--- src/hdl/adm_pkg.sv ---
// Shared types, character codes and error handling for the ASCII decimal parser.
`timescale 1ns / 1ps
`default_nettype none

package adm_pkg;

    // Default number of kept fraction digits (valid range 1 to 3).
    localparam int FRACTION_DIGITS_DEF = 3;

    // Largest magnitude that the signed result can carry.
    localparam logic [63:0] MAG_LIMIT = 64'h7FFF_FFFF_FFFF_FFFF;

    // Width of a kept fraction at the largest digit count (at most 999).
    localparam int FRAC_W = 10;
    // Working width for multiplying a fraction by ten.
    localparam int PAD_W  = FRAC_W + 4;

    localparam logic [7:0] CH_ZERO  = 8'h30;
    localparam logic [7:0] CH_NINE  = 8'h39;
    localparam logic [7:0] CH_POINT = 8'h2E;
    localparam logic [7:0] CH_MINUS = 8'h2D;
    localparam logic [7:0] CH_PLUS  = 8'h2B;

    typedef enum logic [1:0] {
        ERR_NONE      = 2'd0,
        ERR_NAN       = 2'd1,
        ERR_NOT_WHOLE = 2'd2,
        ERR_OVERFLOW  = 2'd3
    } t_err;

    typedef struct packed {
        logic [7:0] character;
        logic       last_char;
        logic       require_whole;
    } t_in_beat;

    typedef struct packed {
        logic signed [63:0] value;
        t_err               error_code;
    } t_out_beat;

    // Parser state captured at the final character of a number.
    typedef struct packed {
        logic              is_negative;
        logic              require_whole;
        t_err              err;
        logic [63:0]       whole;
        logic [FRAC_W-1:0] frac;
    } t_snap;

    // Unsigned result and final error code, ahead of sign handling.
    typedef struct packed {
        logic        is_negative;
        t_err        err;
        logic [63:0] magnitude;
    } t_scaled;

    // Sticky error update: not a number wins over everything, and the
    // first other error stays.
    function automatic t_err merge_err(input t_err cur, input t_err code);
        t_err res;
        res = cur;
        if (cur != ERR_NAN) begin
            if (code == ERR_NAN || cur == ERR_NONE) begin
                res = code;
            end
        end
        return res;
    endfunction

endpackage

`default_nettype wire

--- src/hdl/ascii_decimal_to_milli_fixed.sv ---
// Top level of the ASCII decimal to signed fixed-point parser.
//
// Input channel: one ASCII character per beat, with last_char marking the end
// of a number and require_whole (taken with the last character) asking for an
// integer result. Output channel: one beat per number, carrying the signed
// value in units of 10^-FRACTION_DIGITS (or the integer in whole mode) and an
// error code; value is zero whenever the code is nonzero.
// Throughput is one character per cycle while the snapshot stage has room
// for a final character. The result passes the input register and parser
// state update, the magnitude scaling multiply, then sign and output register.
// When the receiver stalls, characters that are not final keep flowing into
// the parser; up to three finished numbers wait in the stages before the
// input side holds off on a final character.
// Reset clears all valid flags and returns the parser to the start of a number.
`timescale 1ns / 1ps
`default_nettype none

module ascii_decimal_to_milli_fixed #(
    parameter int FRACTION_DIGITS = adm_pkg::FRACTION_DIGITS_DEF
) (
    input  wire                i_clk,
    input  wire                i_rst_n,
    input  wire                i_in_valid,
    output logic               o_in_ready,
    input  wire adm_pkg::t_in_beat i_in_beat,
    output logic               o_out_valid,
    input  wire                i_out_ready,
    output adm_pkg::t_out_beat o_out_beat
);

    logic               w_snap_valid;
    logic               w_snap_ready;
    adm_pkg::t_snap     w_snap;
    logic               w_scl_valid;
    logic               w_scl_ready;
    adm_pkg::t_scaled   w_scl;

    logic               r_out_v;
    adm_pkg::t_out_beat r_out;
    adm_pkg::t_out_beat n_out;

    adm_scan #(
        .FRACTION_DIGITS(FRACTION_DIGITS)
    ) u_scan (
        .i_clk       (i_clk),
        .i_rst_n     (i_rst_n),
        .i_in_valid  (i_in_valid),
        .o_in_ready  (o_in_ready),
        .i_in_beat   (i_in_beat),
        .o_snap_valid(w_snap_valid),
        .i_snap_ready(w_snap_ready),
        .o_snap      (w_snap)
    );

    adm_scale #(
        .FRACTION_DIGITS(FRACTION_DIGITS)
    ) u_scale (
        .i_clk       (i_clk),
        .i_rst_n     (i_rst_n),
        .i_snap_valid(w_snap_valid),
        .o_snap_ready(w_snap_ready),
        .i_snap      (w_snap),
        .o_scl_valid (w_scl_valid),
        .i_scl_ready (w_scl_ready),
        .o_scl       (w_scl)
    );

    assign w_scl_ready = !r_out_v || i_out_ready;

    always_comb begin
        n_out.error_code = w_scl.err;
        if (w_scl.err != adm_pkg::ERR_NONE) begin
            n_out.value = '0;
        end else if (w_scl.is_negative) begin
            n_out.value = -$signed(w_scl.magnitude);
        end else begin
            n_out.value = $signed(w_scl.magnitude);
        end
    end

    always_ff @(posedge i_clk) begin
        if (!i_rst_n) begin
            r_out_v <= 1'b0;
        end else if (w_scl_ready) begin
            r_out_v <= w_scl_valid;
        end
    end

    always_ff @(posedge i_clk) begin
        if (w_scl_ready && w_scl_valid) begin
            r_out <= n_out;
        end
    end

    assign o_out_valid = r_out_v;
    assign o_out_beat  = r_out;

    // With an empty snapshot stage the parser can always take a character.
    a_ready_when_snap_empty : assert property (@(posedge i_clk) disable iff (!i_rst_n)
        !w_snap_valid |-> o_in_ready)
        else $error("input stalled with an empty snapshot stage");

    // A character that is not final never blocks the next one.
    a_mid_char_no_stall : assert property (@(posedge i_clk) disable iff (!i_rst_n)
        (i_in_valid && o_in_ready && !i_in_beat.last_char) |=> o_in_ready)
        else $error("input stalled behind a non-final character");

    // A new result only follows a scaled item in the stage before.
    a_out_from_scale : assert property (@(posedge i_clk) disable iff (!i_rst_n)
        $rose(o_out_valid) |-> $past(w_scl_valid))
        else $error("result appeared without a scaled item");

    a_reset_clears_out : assert property (@(posedge i_clk)
        !i_rst_n |=> !o_out_valid)
        else $error("result valid after reset");

endmodule

`default_nettype wire

--- src/hdl/adm_scan.sv ---
// Input register and per-character parser state; captures a snapshot on the last character.
`timescale 1ns / 1ps
`default_nettype none

module adm_scan #(
    parameter int FRACTION_DIGITS = adm_pkg::FRACTION_DIGITS_DEF
) (
    input  wire              i_clk,
    input  wire              i_rst_n,
    input  wire              i_in_valid,
    output logic             o_in_ready,
    input  wire adm_pkg::t_in_beat i_in_beat,
    output logic             o_snap_valid,
    input  wire              i_snap_ready,
    output adm_pkg::t_snap   o_snap
);

    localparam int FracW    = $clog2(10 ** FRACTION_DIGITS);
    localparam int CntW     = $clog2(FRACTION_DIGITS + 1);
    localparam int FracMulW = FracW + 4;
    localparam logic [63:0] Cap = adm_pkg::MAG_LIMIT / 64'(10 ** FRACTION_DIGITS);
    localparam logic [CntW-1:0] FdCnt = CntW'(FRACTION_DIGITS);

    logic              r_in_v;
    adm_pkg::t_in_beat r_in;

    logic              r_first;
    logic              r_neg;
    logic [63:0]       r_whole;
    logic [FracW-1:0]  r_frac;
    logic [CntW-1:0]   r_cnt;
    logic              r_in_frac;
    logic              r_saw;
    adm_pkg::t_err     r_err;

    logic              n_first;
    logic              n_neg;
    logic [63:0]       n_whole;
    logic [FracW-1:0]  n_frac;
    logic [CntW-1:0]   n_cnt;
    logic              n_in_frac;
    logic              n_saw;
    adm_pkg::t_err     n_err;

    logic              r_snap_v;
    adm_pkg::t_snap    r_snap;
    adm_pkg::t_snap    n_snap;

    logic [7:0]            w_ch;
    logic [7:0]            w_dig8;
    logic [3:0]            w_digit;
    logic                  w_is_digit;
    logic [67:0]           w_whole10;
    logic [FracMulW-1:0]   w_frac_ext;
    logic [adm_pkg::PAD_W-1:0] w_pad;
    logic                  w_snap_free;
    logic                  w_consume;

    assign w_snap_free = !r_snap_v || i_snap_ready;
    // A final character needs room in the snapshot stage; others only touch state.
    assign w_consume   = r_in_v && (!r_in.last_char || w_snap_free);
    assign o_in_ready  = !r_in_v || w_consume;

    assign w_ch       = r_in.character;
    assign w_dig8     = w_ch - adm_pkg::CH_ZERO;
    assign w_digit    = w_dig8[3:0];
    assign w_is_digit = (w_ch >= adm_pkg::CH_ZERO) && (w_ch <= adm_pkg::CH_NINE);
    // whole*10 + digit, wide enough that it cannot wrap.
    assign w_whole10  = (68'(r_whole) << 3) + (68'(r_whole) << 1) + 68'(w_digit);
    assign w_frac_ext = FracMulW'(r_frac) * FracMulW'(10) + FracMulW'(w_digit);

    always_comb begin
        n_first   = 1'b0;
        n_neg     = r_neg;
        n_whole   = r_whole;
        n_frac    = r_frac;
        n_cnt     = r_cnt;
        n_in_frac = r_in_frac;
        n_saw     = r_saw;
        n_err     = r_err;
        if (w_is_digit) begin
            n_saw = 1'b1;
            if (!r_in_frac) begin
                if (r_err == adm_pkg::ERR_NONE) begin
                    if (w_whole10 > 68'(Cap)) begin
                        n_err = adm_pkg::merge_err(r_err, adm_pkg::ERR_OVERFLOW);
                    end else begin
                        n_whole = w_whole10[63:0];
                    end
                end
            end else if (r_cnt < FdCnt) begin
                n_frac = w_frac_ext[FracW-1:0];
                n_cnt  = r_cnt + CntW'(1);
            end
        end else if (w_ch == adm_pkg::CH_POINT) begin
            if (r_in_frac) begin
                n_err = adm_pkg::merge_err(r_err, adm_pkg::ERR_NAN);
            end
            n_in_frac = 1'b1;
        end else if ((w_ch == adm_pkg::CH_MINUS || w_ch == adm_pkg::CH_PLUS) && r_first) begin
            n_neg = (w_ch == adm_pkg::CH_MINUS);
        end else begin
            n_err = adm_pkg::merge_err(r_err, adm_pkg::ERR_NAN);
        end
    end

    // Scale the kept fraction up to the full number of fraction digits.
    always_comb begin
        w_pad = adm_pkg::PAD_W'(n_frac);
        for (int i = 0; i < FRACTION_DIGITS; i++) begin
            if (CntW'(i) >= n_cnt) begin
                w_pad = w_pad * adm_pkg::PAD_W'(10);
            end
        end
    end

    always_comb begin
        n_snap.is_negative   = n_neg;
        n_snap.require_whole = r_in.require_whole;
        n_snap.err           = n_saw ? n_err : adm_pkg::merge_err(n_err, adm_pkg::ERR_NAN);
        n_snap.whole         = n_whole;
        n_snap.frac          = w_pad[adm_pkg::FRAC_W-1:0];
    end

    always_ff @(posedge i_clk) begin
        if (!i_rst_n) begin
            r_in_v    <= 1'b0;
            r_snap_v  <= 1'b0;
            r_first   <= 1'b1;
            r_neg     <= 1'b0;
            r_whole   <= '0;
            r_frac    <= '0;
            r_cnt     <= '0;
            r_in_frac <= 1'b0;
            r_saw     <= 1'b0;
            r_err     <= adm_pkg::ERR_NONE;
        end else begin
            if (i_in_valid && o_in_ready) begin
                r_in_v <= 1'b1;
            end else if (w_consume) begin
                r_in_v <= 1'b0;
            end
            if (w_snap_free) begin
                r_snap_v <= w_consume && r_in.last_char;
            end
            if (w_consume) begin
                if (r_in.last_char) begin
                    r_first   <= 1'b1;
                    r_neg     <= 1'b0;
                    r_whole   <= '0;
                    r_frac    <= '0;
                    r_cnt     <= '0;
                    r_in_frac <= 1'b0;
                    r_saw     <= 1'b0;
                    r_err     <= adm_pkg::ERR_NONE;
                end else begin
                    r_first   <= n_first;
                    r_neg     <= n_neg;
                    r_whole   <= n_whole;
                    r_frac    <= n_frac;
                    r_cnt     <= n_cnt;
                    r_in_frac <= n_in_frac;
                    r_saw     <= n_saw;
                    r_err     <= n_err;
                end
            end
        end
    end

    always_ff @(posedge i_clk) begin
        if (i_in_valid && o_in_ready) begin
            r_in <= i_in_beat;
        end
        if (w_consume && r_in.last_char) begin
            r_snap <= n_snap;
        end
    end

    assign o_snap_valid = r_snap_v;
    assign o_snap       = r_snap;

endmodule

`default_nettype wire

--- src/hdl/adm_scale.sv ---
// Scaling stage: forms the fixed-point magnitude and resolves overflow and whole-number errors.
`timescale 1ns / 1ps
`default_nettype none

module adm_scale #(
    parameter int FRACTION_DIGITS = adm_pkg::FRACTION_DIGITS_DEF
) (
    input  wire              i_clk,
    input  wire              i_rst_n,
    input  wire              i_snap_valid,
    output logic             o_snap_ready,
    input  wire adm_pkg::t_snap i_snap,
    output logic             o_scl_valid,
    input  wire              i_scl_ready,
    output adm_pkg::t_scaled o_scl
);

    localparam logic [64:0] Scale = 65'(10 ** FRACTION_DIGITS);

    logic             r_scl_v;
    adm_pkg::t_scaled r_scl;
    adm_pkg::t_scaled n_scl;
    logic [64:0]      w_mag;

    assign o_snap_ready = !r_scl_v || i_scl_ready;

    // Constant multiply; the snapshot keeps whole below the limit divided by the scale.
    assign w_mag = 65'(i_snap.whole) * Scale + 65'(i_snap.frac);

    always_comb begin
        n_scl.is_negative = i_snap.is_negative;
        n_scl.err         = i_snap.err;
        if (n_scl.err == adm_pkg::ERR_NONE && w_mag > 65'(adm_pkg::MAG_LIMIT)) begin
            n_scl.err = adm_pkg::ERR_OVERFLOW;
        end
        if (n_scl.err == adm_pkg::ERR_NONE && i_snap.require_whole && i_snap.frac != '0) begin
            n_scl.err = adm_pkg::ERR_NOT_WHOLE;
        end
        n_scl.magnitude = i_snap.require_whole ? i_snap.whole : w_mag[63:0];
    end

    always_ff @(posedge i_clk) begin
        if (!i_rst_n) begin
            r_scl_v <= 1'b0;
        end else if (o_snap_ready) begin
            r_scl_v <= i_snap_valid;
        end
    end

    always_ff @(posedge i_clk) begin
        if (o_snap_ready && i_snap_valid) begin
            r_scl <= n_scl;
        end
    end

    assign o_scl_valid = r_scl_v;
    assign o_scl       = r_scl;

endmodule

`default_nettype wire
--- config.mk ---
export PLATFORM = sky130hd
export DESIGN_NAME = ascii_decimal_to_milli_fixed
export DESIGN_NICKNAME = d
export VERILOG_FILES = /design/src/hdl/adm_pkg.sv /design/src/hdl/ascii_decimal_to_milli_fixed.sv /design/src/hdl/adm_scan.sv /design/src/hdl/adm_scale.sv
export SDC_FILE = /design/constraint.sdc
export NUM_CORES = 1
export LEC_CHECK = 0
export BUFFER_PORTS_ARGS = -buffer_cell sky130_fd_sc_hd__buf_2
export CORE_ASPECT_RATIO = 1.75
export CORE_UTILIZATION = 55
export CTS_CLUSTER_SIZE = 28
export DETAILED_ROUTE_END_ITERATION = 8
export PLACE_DENSITY = 0.72
export SKIP_CTS_REPAIR_TIMING = 1
export SLEW_MARGIN = 20
export SYNTH_ARGS = -nofsm -noshare
export SYNTH_HDL_FRONTEND = slang
export SYNTH_SLANG_ARGS = --single-unit
--- constraint.sdc ---
create_clock -name i_clk -period 22.3 [get_ports i_clk]
set_clock_uncertainty 0.2 [all_clocks]
set_input_delay 5.575 -clock i_clk [delete_from_list [all_inputs] [get_ports i_clk]]
set_output_delay 5.575 -clock i_clk [all_outputs]
set_load 0.005 [all_outputs]
After elaboration in Yosys (flattened, before gate mapping). Index checks and enable logic that the tools add are counted.

Flip-flop bits (word level): 307. Input bits: 14. Output and inout bits: 68. Logic and storage cells: 124.

Add/sub/neg operators: 7. Multipliers: 5. $lt $le $gt $ge: 8. Equal/unequal tests: 6. Mux-type cells: 43. Reduce and logical (&&, ||, !) cells: 29.

Operators with widths (count): 2-to-1 mux 64 bit (7); adder 67 x 65 -> 68 bit (1); adder 68 x 4 -> 68 bit (1); > comparator 68 x 54 -> 1 bit (second input constant) (1); adder 65 x 10 -> 65 bit (1); > comparator 65 x 63 -> 1 bit (second input constant) (1); multiplier 64 x 7 -> 62 bit (second input constant) (1); negation 64 bit (1); 2-to-1 mux 10 bit (5); 2-to-1 mux 2 bit (17); 2-to-1 mux 14 bit (2); == test 8 x 6 -> 1 bit (second input constant) (3); multiplier 14 x 3 -> 13 bit (second input constant) (1); multiplier 14 x 3 -> 9 bit (second input constant) (1); multiplier 10 x 3 -> 13 bit (second input constant) (1); 2-to-1 mux 1 bit (12); adder 10 x 4 -> 10 bit (1); logical AND 1 bit (10); multiplier 10 x 3 -> 9 bit (second input constant) (1); nonzero test 10 bit (1); greater-or-equal comparator 8 x 6 -> 1 bit (second input constant) (1); less-or-equal comparator 8 x 6 -> 1 bit (second input constant) (1); logical NOT 2 bit (3); logical OR 1 bit (6); 9 further kinds (18).

Logic depth before layout (Yosys ltp). Gate-level depths: netlist of the first run.

Depth after elaboration: 11. Gate-level depth with buffers: 29. Gate-level depth less buffers: 28.

Hierarchy. Synthesis of the first run repeated with hierarchy kept, for this count alone.

Cell total of the unflattened synthesis: 3657. Area total of the unflattened synthesis: 32987.9 sq um.

By module, submodules not included: adm_scale (instances 1, cells each 1661, area an instance 14806.7 sq um, seq. area each 2031.9 sq um); adm_scan (instances 1, cells each 1535, area an instance 13809.5 sq um, seq. area each 4324.1 sq um); ascii_decimal_to_milli_fixed (instances 1, cells each 461, area an instance 4371.7 sq um, seq. area each 2001.9 sq um).

Worst setup path after synthesis of the first run. OpenSTA, ideal clock, no wires.

Path type: input-to-output. From: input i_out_ready. To: output o_in_ready. Data arrival time: 6.141 ns. Required time: 16.525 ns. Path slack: 10.384 ns. Stages: 3. Buffers on the path: 0. Cell sequence: nor2b_1 > and2_0 > nand4_1.

Word-level cells in the longest chain between the ends: 6.

RTL lines: start, declared (RTL line ascii_decimal_to_milli_fixed.sv:27) `input wire i_out_ready,`; logical OR 1 bit (RTL line ascii_decimal_to_milli_fixed.sv:68) `assign w_scl_ready = !r_out_v || i_out_ready;`; logical OR 1 bit (RTL line adm_scale.sv:25) `assign o_snap_ready = !r_scl_v || i_scl_ready;`; logical OR 1 bit (RTL line adm_scan.sv:59) `assign w_snap_free = !r_snap_v || i_snap_ready;`; logical OR 1 bit (RTL line adm_scan.sv:61) `assign w_consume = r_in_v && (!r_in.last_char || w_snap_free);`; logical AND 1 bit (RTL line adm_scan.sv:61); logical OR 1 bit (RTL line adm_scan.sv:62) `assign o_in_ready = !r_in_v || w_consume;`; end, declared (RTL line ascii_decimal_to_milli_fixed.sv:24) `output logic o_in_ready,`.

No other way between the ends.

Worst setup path after layout of the first run. Same ends and word-level chain as after synthesis.

==> results of run 1 <==
how the worst max path moves through the flow:
stage | startpoint | end | slack (ns)
final | i_out_ready | o_in_ready | 9.85
after floorplan | i_out_ready | o_in_ready | 10.38
after global routing | i_out_ready | o_in_ready | 9.72
after detailed placement | i_out_ready | o_in_ready | 9.83
after CTS | i_out_ready | o_in_ready | 9.84
after global placement | i_out_ready | o_in_ready | 9.81
cell type report:
type | count | share of cell area (%)
inverters | 339 | 3.85
multi-input cells | 2535 | 63.5
clock inverters | 18 | 0.640
clock buffers | 34 | 2.48
well taps | 696 | 2.64
repair buffers | 96 | 1.61
flip-flops and latches | 307 | 25.3
synth_stat cells, drive strengths merged (14+ instances only):
cell type	number
nand2b	14
o21bai	22
clkbuf	105
edfxtp	221
or4	24
nand4	51
buf	22
a31oi	19
nand3	56
dfxtp	86
a21o	81
a21oi	182
nor3	50
and2	38
nor2b	29
xnor2	130
o21a	25
nor2	237
and3	31
a211oi	20
mux2	66
o21ai	203
nand2	257
fa	231
o211ai	16
a22o	55
or3	33
xor2	130
nor4	27
ha	302
o31ai	29
inv	339
flip-flops by register name, indices dropped and copies added, names as in the netlist:
signal	cells
u_scan.n_snap	1
u_scan.r_first	1
u_scan.o_snap	78
u_scale.o_scl	67
u_scan.r_frac	10
u_scan.r_whole	64
u_scale.o_scl_valid	1
u_scan.r_in_v	1
u_scan.r_err	2
u_scan.o_snap_valid	1
u_scan.r_in	1
o_out_valid	1
u_scan.w_ch	8
u_scan.r_cnt	2
o_out_beat	66
u_scan.r_in_frac	1
u_scan.r_neg	1
u_scan.r_saw	1
cells in the final DEF, fill, tap and decap left out, types with 54 or more instances in the layout:
master	synthesis	layout
inv_1	339	339
ha_1	302	302
nand2_1	257	257
nor2_1	237	237
fa_1	231	231
edfxtp_1	221	221
o21ai_0	199	199
a21oi_1	182	182
xor2_1	130	130
xnor2_1	130	130
dfxtp_1	86	86
a21o_1	81	81
buf_2	18	81
mux2_2	66	66
nand3_1	56	56
a22o_1	55	54
power by group through the flow:
stage               registers (mW)  clock network (mW)  logic, mW
CTS                          0.628               0.543      0.361
global placement             0.640                   0      0.348
finish                       0.628               0.531      0.365
floorplan                    0.638                   0      0.280
detailed placement           0.640                   0      0.360
global route                 0.628               0.561      0.403
cell families (layout without fill, tap and decap cells):
kind of cell / Yosys count / count (layout) / share of synthesized area, %
flip-flops: 307 / 307 / 26.9
adder cells (fa/ha/maj): 533 / 533 / 27.1
XOR/XNOR: 260 / 260 / 7.33
multiplexers: 72 / 72 / 2.59
AND/OR/NAND/NOR: 903 / 903 / 14.3
buffers and inverters: 466 / 487 / 5.70
AO/OA/AOI/OAI: 767 / 767 / 16.1
layer usage:
layer / vias up / global-route usage [%]
li1: 11700 / -
met1: 11700 / 30.7
met2: 627 / 51.9
met3: 193 / 2.07
met4: 0 / 13.2
met5: - / 0
per-stage QoR:
stage / hold slack (ns) / utilization [%]
6_report: 0.218 / 59.5
5_1_grt: 0.233 / 59.5
4_1_cts: 0.222 / 59.5
3_5_place_dp: 0.215 / 57.7
3_3_place_gp: 0.206 / 57.7
2_1_floorplan: 0.200 / -
==> results by group, run 1 <==
Critical path
  – RR Endpoint: u_scale.o_scl[65]
  – Cell depth of the worst flop-to-flop path: 21
  – Required @ worst endpoint: about 17 ns
  – Crit Path Class: primary input to output pin
  – Crit path max-delay cell type: and2_0
  – Startpoint types: primary input
  – R2R setup slack: 13.92 ns
  – WP data arrival: about 6.7 ns
  – CP max stage delay: 0.38 ns
  – Most frequent CP cell: buf_2
  – Buf+Inv Stages, Crit Path: 2
  – Worst Path Max Fanout: 6
  – Crit path max-delay family: simple AND/OR/NAND/NOR gates
  – CP endpoint kind: output pin
  – CP cell instances: buf_2 -> nor2b_1 -> and2_0 -> nand4_1 -> buf_2
  – Start of the worst register-to-register path: u_scan.o_snap[11]
  – Worst path depth: 5

Outcome
  – Status: completed

Power and ir drop
  – Psw: 461 µW
  – Lkg Pwr: 14.2 nW
  – P_int: approximately 1.1 mW
  – Reg power frac: 41.2%
  – Switch share: 30.3%
  – Power share of the clock group: roughly a third
  – Pwr Density: 46.1 mW/mm²
  – Combinational power share: a little under a quarter
  – Total Power: between 1.5 and 2 mW
  – Peak supply drop: about 0.000056 V

Clocking
  – CTS tree: done
  – Worst skew pair latency: around 0.60 ns
  – H-tree Lvls: 1
  – Clk sink count: 307
  – CTS max path bufs: 3
  – Root buf cell: clkbuf_16
  – TritonCTS buffer count: 28
  – Worst-path clk slew: 0.07 ns

Routing
  – M1 WL: 30,600 µm
  – Remaining DRCs: 0
  – Initial DRC count: 1,188
  – Routed met2 length: about 40,000 µm
  – DR pass1 iterations: 5
  – Vias: roughly 24k
  – Detailed Route WL: approximately 77,000 µm
  – Routed wl met3: approximately 2600 µm
  – Post-DRT Antenna Nets: 0
  – Top Metal Used: met4
  – Wire per inst: between 15 and 20 µm
  – Drt via density: 6.01

Logic synthesis
  – Yosys top cell area share: 21.4%
  – Cell count after synthesis: 3,308
  – Top_reg_cell synth: edfxtp_1
  – Largest cells by area after synthesis: edfxtp_1, fa_1, ha_1
  – Synth Cell Area: 0.0311 mm²
  – Syn avg cell area: 9.39 µm²
  – Number of synthesized register bits: 307
  – Share of the yosys chip area belonging to registers: 26.9%
  – Post-synth EDFFs: around 220
  – Syn Nets: 3,855
  – Yosys top cell by area: edfxtp_1
  – Yosys cell types: 79
  – Post-synth ARST share: 0%
  – Yosys warns: 0

STA
  – Final setup viols: 0
  – TNS Setup: 0 ns
  – Final worst path period share: 55.8%
  – Slew Limit Fails: 0
  – Hold Vio Cnt, Final: 0
  – FMAX: 80.3 MHz
  – Worst slew margin: 23.0%
  – Minimum clock period: 12.45 ns
  – Post-layout worst setup margin: approximately 9.9 ns
  – Tightest Pin Transition: 1.14 ns
  – RSZ-0062 raised after global routing: false

Floorplan
  – Core Region: 0.0555 mm²
  – Die width: 182 µm
  – Initial Utilization: ~56%
  – Site Rows: 114
  – Die area: between 0.05 and 0.06 mm²
  – Die Span Y: 316 µm
  – IO Pins: 82

Flow run
  – Max-Cap Viols: 0

Finish
  – Area occupied by multi-input gates: 0.0210 mm²
  – Filler cell count: 4,775
  – Layout cells sized above 1: 7.45%
  – Ant. Diodes: 0
  – Final net count: 3,854
  – Synthesis-to-finish area growth: 6.33%
  – Cell Count, Final, Fillers Out: 4,025
  – Design Area, Final: between 0.03 and 0.04 mm²
  – Register area: 0.00836 mm²

Global route
  – Largest net degree at the start of global routing: about 130
  – GR Util All Layers: 27.3%
  – First-pass GRT wire length: 126,000 µm
  – GR Overflow Total: 0
  – Initial antenna violation count: 0
  – Vias in the first global route: around 25k

Place
  – Pre-CTS WS: 9.83 ns
  – Routability congestion estimate: ~0.94
  – Post-Place Cell Area: 0.0320 mm²
  – Post-DP HPWL: roughly 64,000 µm
  – Port Buffers: 81
  – Dpl cells: 3,973

Hold path
  – Hold Crit Endpoint: u_scan.o_snap[76]
  – Worst hold stages: 0
  – HP Start: u_scan.n_snap[76]
  – Worst hold path type: register to register
No activity file was read; power rests on OpenSTA's default activity.
==> run 2: changes to the inputs <==
==> constraint.sdc (replaced) <==
create_clock -name i_clk -period 12.4 [get_ports i_clk]
set_clock_uncertainty 0.2 [all_clocks]
set_input_delay 3.1 -clock i_clk [delete_from_list [all_inputs] [get_ports i_clk]]
set_output_delay 3.1 -clock i_clk [all_outputs]
set_load 0.005 [all_outputs]
==> run 2 against run 1 <==
Compared with the run above: final area about the same; non-clock buffer count is 2 higher; core utilization barely moved; die area unchanged; flip-flop and latch count did not move; sequential power rose by 80%; cell count about the same; critical path depth increased by 16; sequential share of layout area about the same.
==> results by group, run 2 (synthesized netlist as in run 1, its figures left out) <==
Outcome
  – Status: completed

Global route
  – Largest net degree at the start of global routing: a little under 70
  – GR Overflow Total: 0
  – GR Util All Layers: 27.4%
  – First-pass GRT wire length: around 130,000 µm
  – Initial antenna violation count: 0
  – Vias in the first global route: approximately 25k

Finish
  – Design Area, Final: between 0.03 and 0.04 mm²
  – Ant. Diodes: 0
  – Layout cells sized above 1: 7.47%
  – Final net count: 3,857
  – Cell Count, Final, Fillers Out: 4,029
  – Synthesis-to-finish area growth: 6.42%
  – Commonest non-fill, non-tap cell in the layout: inv_1
  – Max FFs per register: 78
  – Most frequent cells in the layout: inv_1, ha_1, nand2_1
  – Util after Layout: 59.6%
  – Filler cell count: 4,816

Power and ir drop
  – Psw: 854 µW
  – Peak supply drop: 0.000108 V
  – Combinational power share: 25.3%
  – P_int: 1.95 mW
  – Pwr Density: between 80 and 90 mW/mm²
  – Power share of the clock group: 34.4%
  – Reg power frac: around 40%
  – Switch share: 30.5%
  – Lkg Pwr: 14.2 nW

Floorplan
  – Core Region: 0.0555 mm²
  – Initial Utilization: between 50% and 60%
  – Die area: 0.0575 mm²
  – Die Span Y: approximately 320 µm
  – Die width: 182 µm
  – Site Rows: 114
  – IO Pins: 82

Critical path
  – Crit path max-delay cell type: o21ai_0
  – Startpoint types: register
  – RR Endpoint: u_scale.o_scl[65]
  – CP endpoint kind: register
  – Cell depth of the worst flop-to-flop path: 21
  – R2R setup slack: 3.99 ns
  – CP cell instances: inv_1 -> fa_1 -> fa_1 -> fa_1 -> fa_1 -> inv_1 -> ha_1 -> and2_1 -> a221oi_1 -> a2111oi_1 -> buf_4 -> o21ai_0 -> nand2_1 -> a211oi_1 -> xnor2_1 -> nand3_1 -> or3_1 -> or3_1 -> or4_1 -> nor4b_1 -> nor3_1
  – WP data arrival: 8.51 ns
  – Buf+Inv Stages, Crit Path: 3
  – Worst Path Max Fanout: 12
  – Most frequent CP cell: fa_1
  – Crit path max-delay family: adder cells
  – Crit Path Class: register to register
  – Start of the worst register-to-register path: u_scan.o_snap[11]
  – CP max stage delay: 0.63 ns
  – Required @ worst endpoint: 12.50 ns

Clocking
  – Clk sink count: 307
  – Root buf cell: clkbuf_16
  – H-tree Lvls: 1
  – CTS tree: done
  – TritonCTS buffer count: 29
  – Worst-path clk slew: 0.07 ns
  – CTS max path bufs: 3
  – Worst skew pair latency: 0.61 ns

Routing
  – Detailed Route WL: 78,100 µm
  – Drt via density: 6.05
  – Remaining DRCs: 0
  – DR pass1 iterations: 8
  – Post-DRT Antenna Nets: 0
  – Initial DRC count: 1,606
  – Vias: ~24k
  – Wire per inst: 19.4 µm

Place
  – Dpl cells: about 4.0k
  – Port Buffers: 81
  – Routability congestion estimate: a little under 1
  – Post-Place Cell Area: 0.0320 mm²
  – Pre-CTS WS: 4.16 ns
  – Post-DP HPWL: 64,800 µm

STA
  – Slew Limit Fails: 0
  – Final worst path period share: between 60% and 70%
  – RSZ-0062 raised after global routing: false
  – Minimum clock period: 8.41 ns
  – TNS Setup: 0 ns
  – Tightest Pin Transition: 0.988 ns
  – Post-layout worst setup margin: approximately 4 ns
  – Hold Vio Cnt, Final: 0
  – Final setup viols: 0
  – Worst slew margin: approximately 34%
  – FMAX: 119 MHz

Hold path
  – Worst hold stages: 0
  – HP Start: u_scan.n_snap[76]
  – Worst hold path type: register to register
  – Hold Crit Endpoint: u_scan.o_snap[76]

Flow run
  – Max-Cap Viols: 0
[run 2: cell count changes in the layout (fill, tap and decap cells not counted)]
cell        delta
bufinv_16      +1
inv_4          -1
clkbuf_8       -1
clkinv_2       +1
buf_12         -1
clkbuf_1       +3
inv_8          -2
clkinv_8       +1
inv_6          +2
buf_4          +3
clkinvlp_2     -1
clkinvlp_4     -1
[run 2: final cells by class]
type | instances | area (µm²) | share of cell area (%)
tap | 696 | 871 | 2.63
sequential | 307 | 8360 | 25.3
timing repair buffer | 98 | 533 | 1.61
clock buffer | 36 | 816 | 2.47
inverter | 339 | 1270 | 3.85
clock inverter | 18 | 239 | 0.723
multi-input combinational | 2535 | 21000 | 63.4
[run 2: worst max path at each step]
stage / startpoint / to / slack [ns] / cells after the start
finish: u_scan.o_snap[11] / u_scale.o_scl[65] / 3.99 / 21
global route: u_scan.o_snap[11] / u_scale.o_scl[65] / 3.68 / 21
CTS: u_scan.o_snap[11] / u_scale.o_scl[65] / 4.06 / 21
detailed placement: u_scan.o_snap[11] / u_scale.o_scl[65] / 4.16 / 21
global placement: u_scan.o_snap[11] / u_scale.o_scl[65] / 4.34 / 21
floorplan: u_scan.o_snap[13] / u_scale.o_scl[65] / 5.25 / 22
[run 2: power groups by stage]
stage | clock network [mW] | registers (mW) | logic [mW]
2_1_floorplan | 0 | 1.15 | 0.545
3_3_place_gp | 0 | 1.15 | 0.678
3_5_place_dp | 0 | 1.15 | 0.698
4_1_cts | 0.984 | 1.13 | 0.701
5_1_grt | 1.01 | 1.13 | 0.784
6_report | 0.964 | 1.13 | 0.709
[run 2: per-stage QoR]
stage,power [mW],hold WS (ns)
3_5_place_dp,1.85,0.215
4_1_cts,2.82,0.232
2_1_floorplan,1.69,0.200
5_1_grt,2.93,0.235
3_3_place_gp,1.83,0.206
6_report,2.80,0.228
[run 2: layer usage]
| layer | global-route usage [%] | vias up | share of wire [%] |
|---|---|---|---|
| met5 | 0 | - | 0 |
| met4 | 13.6 | 0 | 5.0 |
| met3 | 2.07 | 197 | 3.8 |
| met2 | 51.2 | 662 | 51 |
| met1 | 31.5 | 11800 | 40 |
| li1 | - | 11700 | - |
==> run 3: changes to the inputs <==
==> constraint.sdc (replaced) <==
create_clock -name i_clk -period 8.4 [get_ports i_clk]
set_clock_uncertainty 0.2 [all_clocks]
set_input_delay 2.1 -clock i_clk [delete_from_list [all_inputs] [get_ports i_clk]]
set_output_delay 2.1 -clock i_clk [all_outputs]
set_load 0.005 [all_outputs]
==> run 3 against run 2 <==
Compared with the run above: largest cell class unchanged; sequential share of layout area about the same; die area unchanged; critical endpoint unchanged; highest routed layer unchanged; sequential power up 48%.
==> results by group, run 3 (synthesized netlist as in run 1, its figures left out) <==
Outcome
  – Status: completed

Critical path
  – Worst Setup SP: u_scan.o_snap[14]
  – CP endpoint kind: register
  – Worst Path Max Fanout: 8
  – Startpoint types: register
  – CP max stage delay: between 0.6 and 0.7 ns
  – Crit path max-delay cell type: a31oi_1
  – Crit Path Class: register to register
  – Start of the worst register-to-register path: u_scan.o_snap[14]
  – WP data arrival: 8.00 ns
  – CP cell instances: inv_1 -> fa_1 -> fa_1 -> fa_1 -> fa_1 -> inv_1 -> ha_1 -> a2111oi_0 -> o21ai_0 -> a31oi_1 -> o41a_1 -> o21a_1 -> xnor2_1 -> nand3_1 -> or4_1 -> nand4b_1 -> nor2_1 -> nand4b_1 -> nor4b_1 -> nor3_1
  – Required @ worst endpoint: roughly 8.5 ns
  – Most frequent CP cell: fa_1

Clocking
  – Root buf cell: clkbuf_16
  – Worst skew pair latency: roughly 0.6 ns
  – Clk sink count: 307
  – TritonCTS buffer count: 28
  – CTS max path bufs: 3
  – CTS tree: done
  – H-tree Lvls: 1
  – Worst-path clk slew: about 0.070 ns

Flow run
  – Max-Cap Viols: 0

Power and ir drop
  – Peak supply drop: 0.000149 V
  – Pwr Density: 121 mW/mm²
  – P_int: 2.78 mW
  – Lkg Pwr: around 14 nW
  – Power share of the clock group: 32.6%
  – Combinational power share: 25.8%
  – Reg power frac: 41.6%
  – Psw: 1.24 mW
  – Switch share: between 30 and 40%

Floorplan
  – Site Rows: 114
  – Die Span Y: 316 µm
  – Core Region: 0.0555 mm²
  – IO Pins: 82
  – Die width: 182 µm
  – Die area: approximately 0.057 mm²
  – Initial Utilization: 56.0%

Routing
  – Remaining DRCs: 0
  – DR pass1 iterations: 6
  – Initial DRC count: 1,512
  – Vias: between 20k and 25k
  – Post-DRT Antenna Nets: 0
  – Drt via density: 6.03
  – Detailed Route WL: 77,800 µm
  – Wire per inst: 19.3 µm

Global route
  – Vias in the first global route: 24.7k
  – Initial antenna violation count: 0
  – Largest net degree at the start of global routing: 80
  – GR Util All Layers: 27.5%
  – GR Overflow Total: 0
  – First-pass GRT wire length: 127,000 µm

STA
  – Worst slew margin: around a third
  – Slew Limit Fails: 0
  – Tightest Pin Transition: around 1.0 ns
  – Minimum clock period: 7.89 ns
  – FMAX: 127 MHz
  – RSZ-0062 raised after global routing: false
  – TNS Setup: 0 ns
  – Final setup viols: 0
  – Hold_ws: between 0.2 and 0.25 ns
  – Hold Vio Cnt, Final: 0
  – Final worst path period share: between 90% and 100%

Finish
  – Commonest non-fill, non-tap cell in the layout: inv_1
  – Most frequent cells in the layout: inv_1, ha_1, nand2_1
  – Final net count: 3,865
  – Area occupied by multi-input gates: 0.0210 mm²
  – Filler cell count: ~4.8k
  – Synthesis-to-finish area growth: 6.39%
  – Max FFs per register: 78
  – Ant. Diodes: 0
  – Layout cells sized above 1: about 7.8%
  – Register area: about 0.0084 mm²

Hold path
  – Worst hold path type: register to register
  – HP Start: u_scan.n_snap[76]

Place
  – Post-DP HPWL: between 60,000 and 70,000 µm
  – Routability congestion estimate: about 0.95
  – Port Buffers: 81
[run 3: changes by cell type in the layout (fill, tap and decap cells not counted), sizes merged]
cell / before / now
inv: 344 / 342
buf: 98 / 107
clkinv: 8 / 9
clkinvlp: 1 / 3
bufinv: 4 / 1
[run 3: cell type report]
| type | instances | share of cell area [%] |
|---|---|---|
| clock buffer | 36 | 2.46 |
| multi-input combinational | 2535 | 63.5 |
| inverter | 339 | 3.85 |
| clock inverter | 16 | 0.409 |
| tap | 696 | 2.63 |
| timing repair buffer | 107 | 1.86 |
| sequential | 307 | 25.3 |
[run 3: power groups by stage]
stage | Clock (mW) | Sequential [mW] | Combinational [mW]
detailed placement | 0 | 1.70 | 1.02
floorplan | 0 | 1.70 | 0.793
CTS | 1.34 | 1.67 | 1.02
global route | 1.38 | 1.67 | 1.15
global placement | 0 | 1.70 | 0.995
finish | 1.31 | 1.67 | 1.03
[run 3: metrics by stage]
step           worst slack (ns)  instances  power (mW)  util (%)  cell area, µm²
2_1_floorplan              1.25       3308        2.49         -           31100
3_3_place_gp              0.482       3983        2.70      57.8           32100
3_5_place_dp              0.407       3983        2.72      57.8           32100
4_1_cts                   0.339       4035        4.03      59.5           33000
5_1_grt                  0.0808       4036        4.20      59.6           33100
6_report                  0.512       4036        4.01      59.6           33100
[run 3: metal layers]
layer	GRT usage, %	up-vias	share of wire, %
met2	50.3	607	50
met5	0	-	0
li1	-	11700	-
met1	32.8	11800	41
met3	1.81	182	3.5
met4	13.1	0	5.1
[run 3: worst paths after layout]
path	end	slack (ns)	cells past startpoint
setup / recovery	u_scale.o_scl[65]	0.51	20
hold / removal	u_scan.o_snap[76]	0.23	0
setup reg to reg	u_scale.o_scl[65]	0.51	20
hold reg to reg	u_scan.o_snap[76]	0.23	0
[run 3: worst max-delay path: cells and delay by family, from the launching register on]
kind,cells,cell delay [ns]
XOR/XNOR,1,0.25
AND/OR/NAND/NOR,7,2.22
adder cells (fa/ha/maj),5,2.33
flip-flops,1,0.49
AO/OA/AOI/OAI,5,1.85
buffers and inverters,2,0.25
